[src/rtl/core/i2c_mt_pkg.sv]
// Shared types and constants for the I2C master transaction engine.
package i2c_mt_pkg;

    localparam int unsigned PHASE_W = 5;
    localparam int unsigned LIMIT_W = 10;
    localparam int unsigned COUNT_W = 16;

    localparam logic [LIMIT_W-1:0] RETRY_RESET = 10'd1000;
    localparam logic [7:0]         MSB_MASK    = 8'h80;

    localparam logic [1:0] KIND_TICK  = 2'd0;
    localparam logic [1:0] KIND_START = 2'd1;
    localparam logic [1:0] KIND_BYTE  = 2'd2;

    localparam logic [PHASE_W-1:0] PH_IDLE    = 5'd0;
    localparam logic [PHASE_W-1:0] PH_PRESTOP = 5'd1;
    localparam logic [PHASE_W-1:0] PH_ST1     = 5'd2;
    localparam logic [PHASE_W-1:0] PH_ST2     = 5'd3;
    localparam logic [PHASE_W-1:0] PH_ST3     = 5'd4;
    localparam logic [PHASE_W-1:0] PH_TXD     = 5'd5;
    localparam logic [PHASE_W-1:0] PH_TXH     = 5'd6;
    localparam logic [PHASE_W-1:0] PH_TXL     = 5'd7;
    localparam logic [PHASE_W-1:0] PH_AKR     = 5'd8;
    localparam logic [PHASE_W-1:0] PH_AKH     = 5'd9;
    localparam logic [PHASE_W-1:0] PH_AKL     = 5'd10;
    localparam logic [PHASE_W-1:0] PH_WAIT    = 5'd11;
    localparam logic [PHASE_W-1:0] PH_RXH     = 5'd12;
    localparam logic [PHASE_W-1:0] PH_RXL     = 5'd13;
    localparam logic [PHASE_W-1:0] PH_MAD     = 5'd14;
    localparam logic [PHASE_W-1:0] PH_MAH     = 5'd15;
    localparam logic [PHASE_W-1:0] PH_MAL     = 5'd16;
    localparam logic [PHASE_W-1:0] PH_STOP    = 5'd17;

    typedef struct packed {
        logic [1:0]         kind;
        logic               is_read;
        logic [7:0]         address_byte;
        logic [COUNT_W-1:0] byte_count;
        logic [7:0]         write_data;
        logic               sda_in;
    } item_t;

    typedef struct packed {
        logic       scl_out;
        logic       sda_out;
        logic       busy_res;
        logic       need_byte;
        logic [7:0] read_data;
        logic       read_valid;
        logic       done_res;
        logic       failed;
    } res_t;

endpackage

[src/rtl/core/i2c_mt_core.sv]
// Transaction state registers and the per-transaction bit-phase step logic.
module i2c_mt_core
(
    input  logic                          clk,
    input  logic                          rst_n,
    input  logic                          step_en,
    input  i2c_mt_pkg::item_t             item,
    input  logic [i2c_mt_pkg::LIMIT_W-1:0] retry_limit,
    output i2c_mt_pkg::res_t              res
);
    import i2c_mt_pkg::*;

    logic [PHASE_W-1:0] phase_reg, phase_next;
    logic [2:0]         bit_index_reg, bit_index_next;
    logic [7:0]         shift_byte_reg, shift_byte_next;
    logic [COUNT_W-1:0] bytes_left_reg, bytes_left_next;
    logic [LIMIT_W-1:0] retries_done_reg, retries_done_next;
    logic               reading_reg, reading_next;
    logic [7:0]         saved_address_reg, saved_address_next;
    logic               scl_level_reg, scl_level_next;
    logic               sda_level_reg, sda_level_next;
    logic               addr_stage_reg, addr_stage_next;
    logic               nack_seen_reg, nack_seen_next;
    logic               end_failed_reg, end_failed_next;

    logic               sda_drive;
    logic               release_after;
    logic [LIMIT_W-1:0] lim;
    logic [LIMIT_W:0]   tries;
    logic [7:0]         rx_shift;

    always_comb
    begin
        phase_next         = phase_reg;
        bit_index_next     = bit_index_reg;
        shift_byte_next    = shift_byte_reg;
        bytes_left_next    = bytes_left_reg;
        retries_done_next  = retries_done_reg;
        reading_next       = reading_reg;
        saved_address_next = saved_address_reg;
        scl_level_next     = scl_level_reg;
        sda_drive          = sda_level_reg;
        addr_stage_next    = addr_stage_reg;
        nack_seen_next     = nack_seen_reg;
        end_failed_next    = end_failed_reg;
        release_after      = 1'b0;
        res                = '0;
        lim                = (retry_limit == '0) ? LIMIT_W'(1) : retry_limit;
        tries              = {1'b0, retries_done_reg} + (LIMIT_W+1)'(1);
        rx_shift           = {shift_byte_reg[6:0], item.sda_in};

        if (item.kind == KIND_START && phase_reg == PH_IDLE)
        begin
            reading_next       = item.is_read;
            saved_address_next = item.address_byte;
            bytes_left_next    = item.byte_count;
            retries_done_next  = '0;
            bit_index_next     = '0;
            addr_stage_next    = 1'b1;
            nack_seen_next     = 1'b0;
            end_failed_next    = 1'b0;
            phase_next         = item.is_read ? PH_ST1 : PH_PRESTOP;
        end
        else if (item.kind == KIND_BYTE && phase_reg == PH_WAIT)
        begin
            shift_byte_next = item.write_data;
            bit_index_next  = '0;
            phase_next      = PH_TXD;
        end
        else if (item.kind == KIND_TICK)
        begin
            unique case (phase_reg)
                PH_PRESTOP:
                begin
                    sda_drive      = 1'b0;
                    scl_level_next = 1'b1;
                    release_after  = 1'b1;
                    phase_next     = PH_ST1;
                end
                PH_ST1:
                begin
                    sda_drive       = 1'b1;
                    scl_level_next  = 1'b1;
                    shift_byte_next = saved_address_reg | {7'd0, reading_reg};
                    bit_index_next  = '0;
                    phase_next      = PH_ST2;
                end
                PH_ST2:
                begin
                    sda_drive  = 1'b0;
                    phase_next = PH_ST3;
                end
                PH_ST3:
                begin
                    scl_level_next = 1'b0;
                    phase_next     = PH_TXD;
                end
                PH_TXD:
                begin
                    sda_drive  = |(shift_byte_reg & MSB_MASK);
                    phase_next = PH_TXH;
                end
                PH_TXH:
                begin
                    scl_level_next = 1'b1;
                    phase_next     = PH_TXL;
                end
                PH_TXL:
                begin
                    scl_level_next = 1'b0;
                    if (bit_index_reg == 3'd7)
                    begin
                        sda_drive      = 1'b1;
                        bit_index_next = '0;
                        phase_next     = PH_AKR;
                    end
                    else
                    begin
                        bit_index_next  = bit_index_reg + 3'd1;
                        shift_byte_next = {shift_byte_reg[6:0], 1'b0};
                        phase_next      = PH_TXD;
                    end
                end
                PH_AKR:
                begin
                    sda_drive  = 1'b1;
                    phase_next = PH_AKH;
                end
                PH_AKH:
                begin
                    scl_level_next = 1'b1;
                    nack_seen_next = item.sda_in;
                    phase_next     = PH_AKL;
                end
                PH_AKL:
                begin
                    scl_level_next = 1'b0;
                    if (addr_stage_reg)
                    begin
                        if (nack_seen_reg)
                        begin
                            if (reading_reg || tries >= {1'b0, lim})
                            begin
                                end_failed_next = 1'b1;
                                phase_next      = PH_STOP;
                            end
                            else
                            begin
                                retries_done_next = tries[LIMIT_W-1:0];
                                phase_next        = PH_ST1;
                            end
                        end
                        else
                        begin
                            addr_stage_next = 1'b0;
                            if (bytes_left_reg == '0)
                            begin
                                end_failed_next = 1'b0;
                                phase_next      = PH_STOP;
                            end
                            else if (reading_reg)
                            begin
                                bit_index_next  = '0;
                                shift_byte_next = '0;
                                phase_next      = PH_RXH;
                            end
                            else
                            begin
                                phase_next = PH_WAIT;
                            end
                        end
                    end
                    else if (nack_seen_reg)
                    begin
                        end_failed_next = 1'b1;
                        phase_next      = PH_STOP;
                    end
                    else
                    begin
                        bytes_left_next = bytes_left_reg - COUNT_W'(1);
                        if (bytes_left_reg == COUNT_W'(1))
                        begin
                            end_failed_next = 1'b0;
                            phase_next      = PH_STOP;
                        end
                        else
                        begin
                            phase_next = PH_WAIT;
                        end
                    end
                end
                PH_RXH:
                begin
                    scl_level_next  = 1'b1;
                    shift_byte_next = rx_shift;
                    if (bit_index_reg == 3'd7)
                    begin
                        res.read_valid = 1'b1;
                        res.read_data  = rx_shift;
                    end
                    phase_next = PH_RXL;
                end
                PH_RXL:
                begin
                    scl_level_next = 1'b0;
                    if (bit_index_reg == 3'd7)
                    begin
                        bit_index_next = '0;
                        phase_next     = PH_MAD;
                    end
                    else
                    begin
                        bit_index_next = bit_index_reg + 3'd1;
                        phase_next     = PH_RXH;
                    end
                end
                PH_MAD:
                begin
                    sda_drive  = (bytes_left_reg == COUNT_W'(1));
                    phase_next = PH_MAH;
                end
                PH_MAH:
                begin
                    scl_level_next = 1'b1;
                    phase_next     = PH_MAL;
                end
                PH_MAL:
                begin
                    scl_level_next = 1'b0;
                    if (bytes_left_reg <= COUNT_W'(1))
                    begin
                        bytes_left_next = '0;
                        end_failed_next = 1'b0;
                        phase_next      = PH_STOP;
                    end
                    else
                    begin
                        bytes_left_next = bytes_left_reg - COUNT_W'(1);
                        release_after   = 1'b1;
                        shift_byte_next = '0;
                        bit_index_next  = '0;
                        phase_next      = PH_RXH;
                    end
                end
                PH_STOP:
                begin
                    sda_drive       = 1'b0;
                    scl_level_next  = 1'b1;
                    release_after   = 1'b1;
                    res.done_res    = 1'b1;
                    res.failed      = end_failed_reg;
                    end_failed_next = 1'b0;
                    phase_next      = PH_IDLE;
                end
                default:
                begin
                end
            endcase
        end

        res.scl_out    = scl_level_next;
        res.sda_out    = sda_drive;
        res.busy_res   = (phase_next != PH_IDLE);
        res.need_byte  = (phase_next == PH_WAIT);
        sda_level_next = release_after ? 1'b1 : sda_drive;
    end

    always_ff @(posedge clk or negedge rst_n)
    begin
        if (!rst_n)
        begin
            phase_reg         <= PH_IDLE;
            bit_index_reg     <= '0;
            shift_byte_reg    <= '0;
            bytes_left_reg    <= '0;
            retries_done_reg  <= '0;
            reading_reg       <= 1'b0;
            saved_address_reg <= '0;
            scl_level_reg     <= 1'b1;
            sda_level_reg     <= 1'b1;
            addr_stage_reg    <= 1'b0;
            nack_seen_reg     <= 1'b0;
            end_failed_reg    <= 1'b0;
        end
        else if (step_en)
        begin
            phase_reg         <= phase_next;
            bit_index_reg     <= bit_index_next;
            shift_byte_reg    <= shift_byte_next;
            bytes_left_reg    <= bytes_left_next;
            retries_done_reg  <= retries_done_next;
            reading_reg       <= reading_next;
            saved_address_reg <= saved_address_next;
            scl_level_reg     <= scl_level_next;
            sda_level_reg     <= sda_level_next;
            addr_stage_reg    <= addr_stage_next;
            nack_seen_reg     <= nack_seen_next;
            end_failed_reg    <= end_failed_next;
        end
    end

endmodule

[src/rtl/core/i2c_master_transaction.sv]
// Top level of the I2C master transaction engine: handshakes, input and result registers.
// Each transaction on the input channel is one command: a tick that advances the bus by one
// bit phase, a start command, or a write byte. Every accepted transaction yields exactly one
// result transaction with the SCL/SDA levels for that phase and the status flags. The engine
// is a two-stage pipeline (input register, then step logic into a result register) and takes
// one transaction per clock when the result side does not stall; each command is held in
// the input register and its result in the result register; a stalled result stalls the
// input once the input register is also full. The address retry limit register resets to
// 1000 and must only be written while no command is in flight.
module i2c_master_transaction
(
    input  logic                            clk,
    input  logic                            rst_n,
    input  logic                            in_valid,
    output logic                            in_stall,
    input  logic [1:0]                      kind,
    input  logic                            is_read,
    input  logic [7:0]                      address_byte,
    input  logic [i2c_mt_pkg::COUNT_W-1:0]  byte_count,
    input  logic [7:0]                      write_data,
    input  logic                            sda_in,
    output logic                            out_valid,
    input  logic                            out_stall,
    output logic                            scl_out,
    output logic                            sda_out,
    output logic                            busy_res,
    output logic                            need_byte,
    output logic [7:0]                      read_data,
    output logic                            read_valid,
    output logic                            done_res,
    output logic                            failed,
    input  logic                            cfg_valid,
    output logic                            cfg_ready,
    input  logic [i2c_mt_pkg::LIMIT_W-1:0]  cfg_data
);
    import i2c_mt_pkg::*;

    item_t              item_reg;
    logic               item_valid_reg;
    res_t               res_reg;
    logic               res_valid_reg;
    logic [LIMIT_W-1:0] limit_reg;
    res_t               step_res;
    logic               advance;

    assign advance   = item_valid_reg && (!res_valid_reg || !out_stall);
    assign in_stall  = item_valid_reg && !advance;
    assign cfg_ready = 1'b1;

    always_ff @(posedge clk or negedge rst_n)
    begin
        if (!rst_n)
        begin
            limit_reg <= RETRY_RESET;
        end
        else if (cfg_valid && cfg_ready)
        begin
            limit_reg <= cfg_data;
        end
    end

    always_ff @(posedge clk or negedge rst_n)
    begin
        if (!rst_n)
        begin
            item_valid_reg <= 1'b0;
        end
        else if (!in_stall)
        begin
            item_valid_reg <= in_valid;
        end
    end

    always_ff @(posedge clk)
    begin
        if (in_valid && !in_stall)
        begin
            item_reg.kind         <= kind;
            item_reg.is_read      <= is_read;
            item_reg.address_byte <= address_byte;
            item_reg.byte_count   <= byte_count;
            item_reg.write_data   <= write_data;
            item_reg.sda_in       <= sda_in;
        end
    end

    i2c_mt_core u_core
    (
        .clk         (clk),
        .rst_n       (rst_n),
        .step_en     (advance),
        .item        (item_reg),
        .retry_limit (limit_reg),
        .res         (step_res)
    );

    always_ff @(posedge clk or negedge rst_n)
    begin
        if (!rst_n)
        begin
            res_valid_reg <= 1'b0;
        end
        else if (!res_valid_reg || !out_stall)
        begin
            res_valid_reg <= advance;
        end
    end

    always_ff @(posedge clk)
    begin
        if (advance)
        begin
            res_reg <= step_res;
        end
    end

    assign out_valid  = res_valid_reg;
    assign scl_out    = res_reg.scl_out;
    assign sda_out    = res_reg.sda_out;
    assign busy_res   = res_reg.busy_res;
    assign need_byte  = res_reg.need_byte;
    assign read_data  = res_reg.read_data;
    assign read_valid = res_reg.read_valid;
    assign done_res   = res_reg.done_res;
    assign failed     = res_reg.failed;

endmodule

[config.mk]
export PLATFORM = sky130hd
export DESIGN_NAME = i2c_master_transaction
export DESIGN_NICKNAME = d
export VERILOG_FILES = /design/src/rtl/core/i2c_mt_pkg.sv /design/src/rtl/core/i2c_mt_core.sv /design/src/rtl/core/i2c_master_transaction.sv
export SDC_FILE = /design/constraint.sdc
export NUM_CORES = 1
export LEC_CHECK = 0
export BUFFER_PORTS_ARGS = -buffer_cell sky130_fd_sc_hd__buf_2
export CAP_MARGIN = 10
export CORE_MARGIN = 5
export CORE_UTILIZATION = 40
export DETAILED_ROUTE_END_ITERATION = 10
export PLACE_DENSITY = 0.64
export SLEW_MARGIN = 20
export SYNTH_ARGS = -nofsm -noshare
export SYNTH_HDL_FRONTEND = slang
export SYNTH_SLANG_ARGS = --single-unit
export TNS_END_PERCENT = 1
[constraint.sdc]
create_clock -name clk -period 3.2 [get_ports clk]
set_input_delay 0.16 -clock clk [delete_from_list [all_inputs] [get_ports clk]]
set_output_delay 0.16 -clock clk [all_outputs]
set_load 0.02 [all_outputs]
# --- Word level (Yosys, flattened, before mapping) ---
# Index checks and enable logic that the tools add are counted.
totals:
  reg_bits: 119
op_classes:
  addsub: 3
  order_cmp: 2
  eq_ne: 41
  n_mux: 87
  bitwise: 6
  n_reduce_logical: 45
op_table:
  columns: ["op", "count"]
  rows:
  - ["two-way mux 16 bit", 6]
  - ["two-way mux 10 bit", 8]
  - ["case mux 5 bit (16 select lines)", 1]
  - ["two-way mux 8 bit", 8]
  - ["two-way mux 5 bit", 10]
  - ["== test 5 x 4 -> 1 bit, second input constant", 9]
  - ["case mux 8 bit (5 select lines)", 1]
  - ["two-way mux 1 bit", 33]
  - ["case mux 16 bit (2 select lines)", 1]
  - ["two-way mux 3 bit", 10]
  - ["== test 5 x 3 -> 1 bit, second input constant", 4]
  - ["== test 16 x 1 -> 1 bit, second input constant", 1]
  - ["<= comparator 16 x 1 -> 1 bit, second input constant", 1]
  - ["logical NOT 16 bit", 1]
  - ["AND reduction 8 bit", 2]
  - ["subtractor 16 x 1 -> 16 bit, second input constant", 1]
  - ["case mux 3 bit (4 select lines)", 1]
  - ["nonzero test 2 bit", 6]
  - ["nonzero test 6 bit", 2]
  - ["adder 10 x 1 -> 11 bit, second input constant", 1]
  - [">= comparator 11 x 10 -> 1 bit", 1]
  - ["== test 5 x 2 -> 1 bit, second input constant", 2]
  - ["== test 5 bit, second input constant", 2]
  - ["logical NOT 10 bit", 1]
  - ["39 further kinds", 71]

# --- Longest topological paths before layout ---
# Gate-level depths: netlist of run 1.
logic_depth:
  ltp_word: 12
  mapped_depth: 13
  mapped_depth_nobuf: 12

# --- Modules after synthesis ---
# A second synthesis of run 1 with hierarchy kept.
unflattened:
  hier_cells: 581
  area_unflattened_um2: 6297.3
by_module_without_submodules:
  columns: ["mod", "n_inst", "cells_per_inst", "area_each_um2", "seq_area_each_um2"]
  rows:
  - ["i2c_mt_core", 1, 499, 4249.1, 1403.8]
  - ["i2c_master_transaction", 1, 82, 2048.2, 1839.3]

# --- Worst setup path before layout of run 1 ---
# Ideal clock, no wire load.
synth_timing:
  kind: "reg2reg"
  start: "reg u_core.retries_done_reg[0]"
  end: "reg u_core.retries_done_reg[0]"
  setup_time_ns: 0.128
  t_arrival_ns: 2.917
  required_time_ns: 3.072
  slack_ns: 0.155
  stages_incl_launch_ff: 14
  period_less_slack_ns: 3.045
  path_cell_list: "dfrtp_1 -> ha_1 -> and4_1 -> nand4_1 -> xnor2_1 -> ha_1 -> a21o_1 -> a2111oi_2 -> nand2_1 -> a21oi_1 -> nand3_1 -> a21oi_1 -> buf_4 -> mux2_1"
synth_via:
  elab_chain_cells: 8
synth_lines:
  columns: ["element", "line_no", "source"]
  rows:
  - ["from (decl)", "i2c_mt_core.sv:17", "logic [LIMIT_W-1:0] retries_done_reg, retries_done_next;"]
  - ["from (signal assigned)", "i2c_mt_core.sv:291", "retries_done_reg <= retries_done_next;"]
  - ["adder 10 x 1 -> 11 bit *", "i2c_mt_core.sv:49", "tries = {1'b0, retries_done_reg} + (LIMIT_W+1)'(1);"]
  - ["branches (longest 7 deep; another with >= comparator 11 x 10 -> 1 bit)", null, null]
# Every way passes the cells marked *. The select of a mux whose other input is x is not followed.
# A chain may end at the register's enable or synchronous reset.

==> flow_summary.ini, run 1 <==
[status]
status = finished clean

[final_layout]
layout.nets = 791
design_area_mm2 = 0.00800
area_growth_pct = 28.7
drive_above_1_share_pct = 22.1
largest_reg_flops = 36
diodes = 0

[power_and_ir_drop]
p_comb_share_pct = 29.7
ir_drop_mv = 0.428
pwr_density_cell_mw_per_mm2 = 740
p_clk_share_pct = 35.3
sw_frac_of_total_pct = 31.8
p_sw_w = 0.00188
leakagePower_nw = 3.37
pwr-share-seq_pct = 35.0
intPower_w = 0.00404
totalPowerFinal_w = 0.00592

[logic_synthesis]
yosys.area.top_type = edfxtp_1
synth_nets = 665
post-synth-top-count-cell = nand2_1
synth_area_per_cell_um2 = 10.4
synth_top_area_share_pct = 24.7
ys_ff_latch = 119
yosysWarnings = 0
synth-seq-area-share_pct = 52.2
syn_inst = 599
synth_ff_type = dfrtp_1
syn_area_mm2 = 0.00621
synth_edf_count = 51
synth_cell_type_count = 71
async_flop_share_pct = 57.1
synth.area.top_cells = edfxtp_1 (25%), dfrtp_1 (24%), o21ai_0 (3.9%), nand2_1 (3.7%), dfstp_2 (3.4%)
post_synth_most_frequent_cells = nand2_1 (61), dfrtp_1 (60), edfxtp_1 (51)

[grt]
grtUsageTotal_pct = 17.4
grt_pass1_vias = 5024
grt_max_degree = 37
grt_pass1_wl_mm = 25.3
grt_overflow = 0
antenna_found_initial = 0

[hold_path]
min_path_cells = 3
holdCritPathClass = in2reg
min_from = cfg_valid
min_to = limit_reg[6]$_DFFE_PN1P_

[placed_design]
dpl.hpwl_mm = 10.6
portBuffers = 67
dpl_cell_area_mm2 = 0.00679
gp_congestion = 0.929

[cts]
worstSkewPairLatency_ns = 0.41
clockBufferDepth = 2
cts_tree = yes
clkSinkCount = 119
htree_num_levels = 4
cts_buffers = 17
clk_pin_slew_worst_paths_ns = 0.05
cts-root-buf = clkbuf_16

[sta]
worst_slew_pin_slew_ns = 0.984
tns_ns = 0
hold_viol_final = 0
layout_min_cycle_time_ns = 3.14
finalSetupViolations = 0
skew_ns = 0.00552
timing.fmax_mhz = 318
timing.final.crit_share_pct = 98.3
slew_headroom_pct = 33.9
report.final.slew_viol_count = 0

[worst_setup_path]
critPathArrivalTime_ns = 3.28
path_class = reg2reg
cp-start-kind = register
r2r-end = busy_res$_DFFE_PP_
reg2reg_slack_ns = 0.06
cp-end-kind = register
regToRegStartpoint = u_core.retries_done_reg[1]$_DFFE_PN0P_
reg2reg_depth = 12
required_ns = 3.34
cp_max_fo = 4

[detailed_routing]
wirelength_mm = 15.4
vias = 5156
remaining_drc_errors = 0
ant_nets = 0
drtIter0Drc = 407
firstDrtPassIters = 6
drt-vias-per-instance = 5.57
wire_per_inst_um = 16.7

[floorplan]
coreArea_mm2 = 0.0152
initial_core_util_pct = 40.9
die_width_um = 135
pin_count = 69
fp-row-count = 45
chipHeight_um = 135
die_area_mm2 = 0.0181

[job]
drv_cap = 0
[per-layer routing]
metal  share of wire (%)  vias to the layer above  global-route usage [%]
met5                   0                        -                       0
met4                 1.7                        0                    5.88
met3                 5.5                       23                    4.69
met2                  47                      173                    26.8
met1                  46                     2510                    23.8
li1                    -                     2450                       -
[cell usage in the layout (no fill, tap or decap), drive strengths merged, types with 13 or more instances in the layout]
cell / n
dfrtp: 60
mux2: 13
edfxtp: 51
nand3: 15
buf: 90
nor3: 17
a22oi: 16
ha: 15
inv: 32
nor2: 39
a21oi: 39
dlygate4sd3: 49
and2: 15
clkbuf: 20
o21ai: 55
nand2: 62
[metrics by stage]
stage | instances | utilization (%) | setup WS [ns] | hold slack (ns)
3_3_place_gp | 842 | 44.5 | 0.129 | 0.337
2_1_floorplan | 599 | - | 0.155 | -0.136
5_1_grt | 926 | 52.6 | -0.100 | 0.113
3_5_place_dp | 843 | 44.6 | -0.0204 | 0.191
6_report | 926 | 52.6 | 0.0557 | 0.110
4_1_cts | 924 | 52.2 | 0.000811 | 0.0851
[how the worst max path moves through the flow]
stage,from,endpoint,slack (ns),depth (start not counted)
after floorplan,u_core.retries_done_reg[0]$_DFFE_PN0P_,u_core.retries_done_reg[0]$_DFFE_PN0P_,0.16,13
after global placement,u_core.retries_done_reg[1]$_DFFE_PN0P_,u_core.retries_done_reg[8]$_DFFE_PN0P_,0.13,13
after detailed placement,u_core.retries_done_reg[1]$_DFFE_PN0P_,busy_res$_DFFE_PP_,-0.02,12
after CTS,u_core.retries_done_reg[1]$_DFFE_PN0P_,busy_res$_DFFE_PP_,0.0008,12
after global routing,u_core.retries_done_reg[1]$_DFFE_PN0P_,u_core.retries_done_reg[1]$_DFFE_PN0P_,-0.10,13
final,u_core.retries_done_reg[1]$_DFFE_PN0P_,busy_res$_DFFE_PP_,0.06,12
[power groups by stage]
stage	Clock (W)	Sequential, W	Combinational, W
after CTS	0.00213	0.00206	0.00170
final	0.00209	0.00207	0.00175
after detailed placement	0	0.00209	0.00164
after global routing	0.00220	0.00210	0.00193
after floorplan	0	0.00203	0.00125
after global placement	0	0.00207	0.00160
[worst max-delay path, cell delays in order, from the launching register on]
cell,delay [ns]
dfrtp_1,0.39
ha_4,0.17
and4_4,0.24
nand4_1,0.14
xnor2_2,0.18
ha_1,0.30
a21o_1,0.21
a2111oi_4,0.33
nand3_1,0.16
a21oi_2,0.22
o211ai_1,0.16
o31a_1,0.17
nand4b_1,0.19
[repair_timing]
| item | in CTS | in global routing |
|---|---|---|
| pin swaps | 0 | 5 |
| endpoints found under the setup margin | 7 | 14 |
| gates cloned | 0 | 1 |
| hold buffers | 49 | 0 |
| gates resized for setup | 3 | 11 |
| endpoints found under the hold margin | 68 | 0 |
| buffers inserted | 0 | 1 |
[layout make-up]
cell class / instances / area (µm²)
Clock buffer: 20 / 437
Clock inverter: 12 / 206
Fill cell: 1368 / 7200
Inverter: 33 / 124
Multi-Input combinational cell: 415 / 2740
Sequential cell: 119 / 3240
Tap cell: 188 / 235
Timing Repair Buffer: 139 / 1010
[logic make-up after synthesis]
kind of cell / share of synthesized area (%)
AO/OA/AOI/OAI: 18.3
XOR/XNOR: 1.41
adder cells (fa/ha/maj): 3.02
buffers and inverters: 4.67
flip-flops: 52.2
multiplexers: 3.81
other: 0.0604
AND/OR/NAND/NOR: 16.6
Note: power is estimated with default switching activity, not from simulation.
==> run 2: changes to the inputs <==
--- a/config.mk
+++ b/config.mk
@@ -10,6 +10,7 @@
 export CORE_MARGIN = 5
 export CORE_UTILIZATION = 40
 export DETAILED_ROUTE_END_ITERATION = 10
+export GPL_TIMING_DRIVEN = 0
 export PLACE_DENSITY = 0.64
 export SLEW_MARGIN = 20
 export SYNTH_ARGS = -nofsm -noshare
==> flow_summary.ini, run 2 (synthesized netlist as in run 1, its figures left out) <==
[status]
status = finished clean

[sta]
layout_min_cycle_time_ns = 3.08
finalSetupViolations = 0
skew_ns = 0.00806
timing.final.crit_share_pct = 96.4
timing.fmax_mhz = 324
report.final.slew_viol_count = 0
worst_slew_pin_slew_ns = 0.961
tns_ns = 0
rsz0062_at_grt = no
slew_headroom_pct = 35.4
hold_viol_final = 0

[placed_design]
gp_congestion = 0.903
placed_cells = 855
dpl_cell_area_mm2 = 0.00682
portBuffers = 66
dpl.hpwl_mm = 11.0

[worst_setup_path]
critPathArrivalTime_ns = 3.42
cpPeakStageDelay_ns = 0.41
crit_path_cell_trace = ha_4 -> and4_4 -> nand4_1 -> xnor2_2 -> ha_1 -> a21o_1 -> a2111oi_4 -> nand2_1 -> a21oi_2 -> nand3_1 -> a21oi_2 -> buf_6 -> buf_4 -> mux2i_2
cpLargestDelayFamily = compound AO/OA/AOI/OAI gates
path_class = reg2reg
critPathMostFrequentCell = a21oi_2
reg2reg_slack_ns = 0.12
cp_max_fo = 4
crit_buf_inv = 2
required_ns = 3.53
cp-end-kind = register
slowest_stage = dfrtp_1
cp-start-kind = register

[final_layout]
diodes = 0
fin_cells = 942
mostFrequentLayoutCells = buf_2 (75), nand2_1 (61), dfrtp_1 (60)
area_growth_pct = 28.9
drive_above_1_share_pct = 22.7
design_area_mm2 = 0.00801
post-route-util_pct = 52.7
nFillCells = 1342
final_common_cell = buf_2
largest_reg_flops = 36
layout.nets = 807

[job]
drv_cap = 0

[floorplan]
die_area_mm2 = 0.0181
fp-row-count = 45
pin_count = 69
chipHeight_um = 135
coreArea_mm2 = 0.0152
die_width_um = 135
initial_core_util_pct = 40.9

[power_and_ir_drop]
sw_frac_of_total_pct = 34.8
ir_drop_mv = 0.365
p_comb_share_pct = 31.4
totalPowerFinal_w = 0.00578
pwr-share-seq_pct = 35.6
p_clk_share_pct = 33.0
intPower_w = 0.00377
leakagePower_nw = 3.37
p_sw_w = 0.00201
pwr_density_cell_mw_per_mm2 = 722

[cts]
cts_tree = yes
cts_buffers = 17
cts-root-buf = clkbuf_16
clkSinkCount = 119
worstSkewPairLatency_ns = 0.42
clockBufferDepth = 2
clk_pin_slew_worst_paths_ns = 0.06
htree_num_levels = 4

[detailed_routing]
drt-vias-per-instance = 5.55
vias = 5228
drtIter0Drc = 455
remaining_drc_errors = 0
ant_nets = 0
wirelength_mm = 16.0
wire_per_inst_um = 17.0
firstDrtPassIters = 5

[grt]
grt_overflow = 0
grt_pass1_wl_mm = 25.9
grt_max_degree = 41
antenna_found_initial = 0
grtUsageTotal_pct = 17.9
grt_pass1_vias = 5122

[hold_path]
holdCritPathClass = in2reg
## run 2: cell count changes in the layout (fill, tap and decap cells not counted), moves of 2 or more
cell / change
buf_2: +8
buf_4: -8
bufinv_16: -4
clkbuf_1: +10
clkinv_1: -3
clkinv_2: -2
clkinv_4: +3
clkinvlp_4: +3
inv_6: +5
## run 2: power groups by stage
stage,clock network (W),logic (W),registers [W]
after CTS,0.00194,0.00176,0.00205
after floorplan,0,0.00125,0.00203
final,0.00191,0.00181,0.00206
after detailed placement,0,0.00169,0.00208
after global routing,0.00201,0.00199,0.00209
after global placement,0,0.00167,0.00207
## run 2: path summary, 6_finish.rpt
check,startpoint,endpoint,depth (start not counted)
worst max register to register,u_core.retries_done_reg[0]$_DFFE_PN0P_,u_core.retries_done_reg[3]$_DFFE_PN0P_,14
max in group asynchronous,rst_n,u_core.sda_level_reg$_DFFE_PN1P_,3
worst min register to register,u_core.end_failed_reg$_DFFE_PN0P_,u_core.end_failed_reg$_DFFE_PN0P_,1
min in group asynchronous,rst_n,u_core.retries_done_reg[4]$_DFFE_PN0P_,2
worst min-delay path,cfg_valid,limit_reg[3]$_DFFE_PN1P_,3
worst max-delay path,u_core.retries_done_reg[0]$_DFFE_PN0P_,u_core.retries_done_reg[3]$_DFFE_PN0P_,14
## run 2: layout make-up
cell class / count / area, µm² / area share, %
multi-input cells: 415 / 2740 / 34.1
clock inverters: 15 / 169 / 2.11
plain buffers: 32 / 170 / 2.12
well taps: 188 / 235 / 2.94
flip-flops and latches: 119 / 3240 / 40.5
repair buffers: 123 / 908 / 11.3
inverters: 33 / 124 / 1.55
clock buffers: 17 / 425 / 5.31
## run 2: through the flow
| stage | worst slack (ns) | hold slack, ns |
|---|---|---|
| after floorplan | 0.155 | -0.136 |
| after global placement | -0.104 | 0.337 |
| after detailed placement | -0.187 | 0.123 |
| after CTS | 0.00202 | 0.121 |
| after global routing | 0.0102 | 0.146 |
| final | 0.115 | 0.131 |
## run 2: routing by layer
metal / GRT usage (%) / up-vias / wire (µm)
li1: - / 2492 / -
met1: 24.4 / 2494 / 7190
met2: 27.6 / 220 / 7480
met3: 4.36 / 22 / 1070
met4: 7.18 / 0 / 299
met5: 0 / - / 0
## run 2: repair_timing
item | 4_1_cts | 5_1_grt
setup endpoints to repair | 12 | 13
resized for setup | 5 | 6
setup buffers | 4 | 2
pin swaps | 0 | 3
endpoints found under the hold margin | 76 | 0
hold buffers | 49 | 0
## run 2: tightest hold or removal path, cell delays in order
cell and delay (ns):
clkbuf_1 0.21, nand2_1 0.10, o21ai_0 0.07
==> run 3: changes to the inputs <==
--- a/config.mk
+++ b/config.mk
@@ -5,6 +5,8 @@
 export SDC_FILE = /design/constraint.sdc
 export NUM_CORES = 1
 export LEC_CHECK = 0
+export ABC_AREA = 1
+export ABC_CLOCK_PERIOD_IN_PS = 3200
 export BUFFER_PORTS_ARGS = -buffer_cell sky130_fd_sc_hd__buf_2
 export CAP_MARGIN = 10
 export CORE_MARGIN = 5
==> flow_summary.ini, run 3 <==
[worst_setup_path]
r2r-end = busy_res$_DFFE_PP_
regToRegStartpoint = u_core.retries_done_reg[0]$_DFFE_PN0P_
cp_max_fo = 4
cp-start-kind = register
reg2reg_depth = 17
reg2reg_slack_ns = 0.40
required_ns = 3.37
critPathArrivalTime_ns = 2.96
cp-end-kind = register
path_class = reg2reg

[power_and_ir_drop]
ir_drop_mv = 0.449
totalPowerFinal_w = 0.00566
leakagePower_nw = 3.70
pwr_density_cell_mw_per_mm2 = 708

[hold_path]
min_from = cfg_valid
min_path_cells = 3
holdCritPathClass = in2reg
min_to = limit_reg[6]$_DFFE_PN1P_

[final_layout]
post-route-util_pct = 52.2
fin_cells = 1042
layout.nets = 884
final_common_cell = nand2_1
diodes = 0
mostFrequentLayoutCells = nand2_1 (155), nor2_1 (74), buf_2 (69)
area_growth_pct = 27.4
largest_reg_flops = 36
drive_above_1_share_pct = 22.0

[logic_synthesis]
post_synth_most_frequent_cells = nand2_1 (155), nor2_1 (74), inv_1 (64)
synth_cell_type_count = 49
yosysWarnings = 0
ys_ff_latch = 119
async_flop_share_pct = 57.1
post-synth-top-count-cell = nand2_1
synth_edf_count = 51
synth-seq-area-share_pct = 51.7
syn_area_mm2 = 0.00627
syn_inst = 683
synth_area_per_cell_um2 = 9.19
synth_ff_type = dfrtp_1
synth.area.top_cells = edfxtp_1 (24%), dfrtp_1 (24%), nand2_1 (9.3%), nor2_1 (4.4%), inv_1 (3.8%)
synth_top_area_share_pct = 24.4
yosys.area.top_type = edfxtp_1
synth_nets = 749

[grt]
grt_max_degree = 37
grt_pass1_wl_mm = 24.2
grtUsageTotal_pct = 16.6
grt_pass1_vias = 4918
grt_overflow = 0
antenna_found_initial = 0

[sta]
tns_ns = 0
hold_viol_final = 0
worst_slew_pin_slew_ns = 0.743
report.final.slew_viol_count = 0
finalSetupViolations = 0
rsz0062_at_grt = no
slew_headroom_pct = 50.3
layout_min_cycle_time_ns = 2.80
timing.final.crit_share_pct = 87.4
skew_ns = 0.00882
timing.fmax_mhz = 358

[detailed_routing]
remaining_drc_errors = 0
ant_nets = 0
drtIter0Drc = 322
firstDrtPassIters = 5
vias = 5020
wire_per_inst_um = 13.5
drt-vias-per-instance = 4.82
wirelength_mm = 14.1

[cts]
worstSkewPairLatency_ns = 0.43
clockBufferDepth = 2
cts-root-buf = clkbuf_16
cts_setup_buffers = 0
cts_buffers = 17
clkSinkCount = 119
cts_tree = yes
htree_num_levels = 4
clk_pin_slew_worst_paths_ns = 0.06

[placed_design]
dpl.hpwl_mm = 9.81
portBuffers = 66
placed_cells = 961
gp_congestion = 0.926

[status]
status = finished clean

[floorplan]
chipHeight_um = 135
coreArea_mm2 = 0.0153
initial_core_util_pct = 41.0
die_area_mm2 = 0.0183
fp-row-count = 45
pin_count = 69
die_width_um = 135

[job]
drv_cap = 0
run 3: cell count changes in the layout (fill, tap and decap cells not counted), moves of 9 or more:
cell | before | now
and2_1 | 13 | 0
buf_4 | 13 | 2
clkbuf_1 | 13 | 4
inv_1 | 32 | 63
inv_2 | 0 | 11
nand2_1 | 61 | 155
nand2b_1 | 9 | 0
nand3_1 | 13 | 37
nor2_1 | 39 | 74
nor2_4 | 0 | 10
o21ai_0 | 48 | 34
o21ai_2 | 0 | 11
xor2_1 | 2 | 15
run 3: metrics by stage:
stage	setup WS (ns)	instance area [µm²]	hold WS, ns
finish	0.403	7990	0.112
detailed placement	0.342	6900	0.147
CTS	0.299	7990	0.0919
global route	0.0281	7990	0.142
global placement	0.350	6870	0.337
floorplan	0.741	6270	-0.136
run 3: repair_timing:
action / CTS / global route
hold buffers: 49 / 0
hold endpoints to repair: 79 / 0
resized for setup: 0 / 1
endpoints found under the setup margin: 0 / 2
run 3: cell families (layout without fill, tap and decap cells):
logic type	Yosys count	after routing	synth area share, %
compound gates	113	113	11.1
simple gates	319	319	24.0
xor+xnor	19	19	2.65
fa+ha+maj	15	15	2.99
flops	119	119	51.7
buf+inv	87	235	5.70
mux	10	10	1.79
other cells	1	1	0.0598
run 3: report_power, final:
part           internal (W)  leakage, nW  switching, W
Clock               0.00118        0.285      0.000741
Sequential          0.00190         1.33      0.000241
Combinational      0.000609         2.08      0.000986
run 3: critical path, cell delays in order, from the launching register on:
cell	delay, ns
dfrtp_1	0.41
ha_1	0.26
nand3_1	0.13
nor3_1	0.19
xor2_1	0.25
ha_1	0.27
nand2_1	0.09
inv_1	0.04
a21oi_1	0.15
nand2_1	0.07
inv_1	0.07
nand3_1	0.16
nand2_1	0.10
nand2_1	0.06
nand2_1	0.05
nand2_1	0.06
nor2_1	0.11
nand3_1	0.07
run 3: area by class of cell:
class                      count  area (µm²)
buffer                        12        76.3
clock buffer                  18         439
clock inverter                14         161
fill                        1424        7320
inverter                      75         282
multi-input combinational    477        2680
sequential                   119        3240
tap                          211         264
timing repair buffer         116         843
run 3: how the worst max path moves through the flow:
stage | slack, ns | end | start | depth (start not counted)
6_report | 0.40 | busy_res$_DFFE_PP_ | u_core.retries_done_reg[0]$_DFFE_PN0P_ | 17
2_1_floorplan | 0.74 | busy_res$_DFFE_PP_ | u_core.retries_done_reg[2]$_DFFE_PN0P_ | 17
3_3_place_gp | 0.35 | busy_res$_DFFE_PP_ | u_core.retries_done_reg[2]$_DFFE_PN0P_ | 17
4_1_cts | 0.30 | busy_res$_DFFE_PP_ | u_core.retries_done_reg[2]$_DFFE_PN0P_ | 17
3_5_place_dp | 0.34 | busy_res$_DFFE_PP_ | u_core.retries_done_reg[2]$_DFFE_PN0P_ | 17
5_1_grt | 0.03 | busy_res$_DFFE_PP_ | u_core.retries_done_reg[0]$_DFFE_PN0P_ | 17
run 3: metal layers:
layer  part of all wire [%]  track usage, %  vias up  routed length [µm]
met3                    4.0            3.53       24                 559
met2                     47            25.7      105                6570
met4                    2.1            6.55        0                 297
met1                     47            22.7     2323                6650
li1                       -               -     2568                   -
met5                      0               0        -                   0
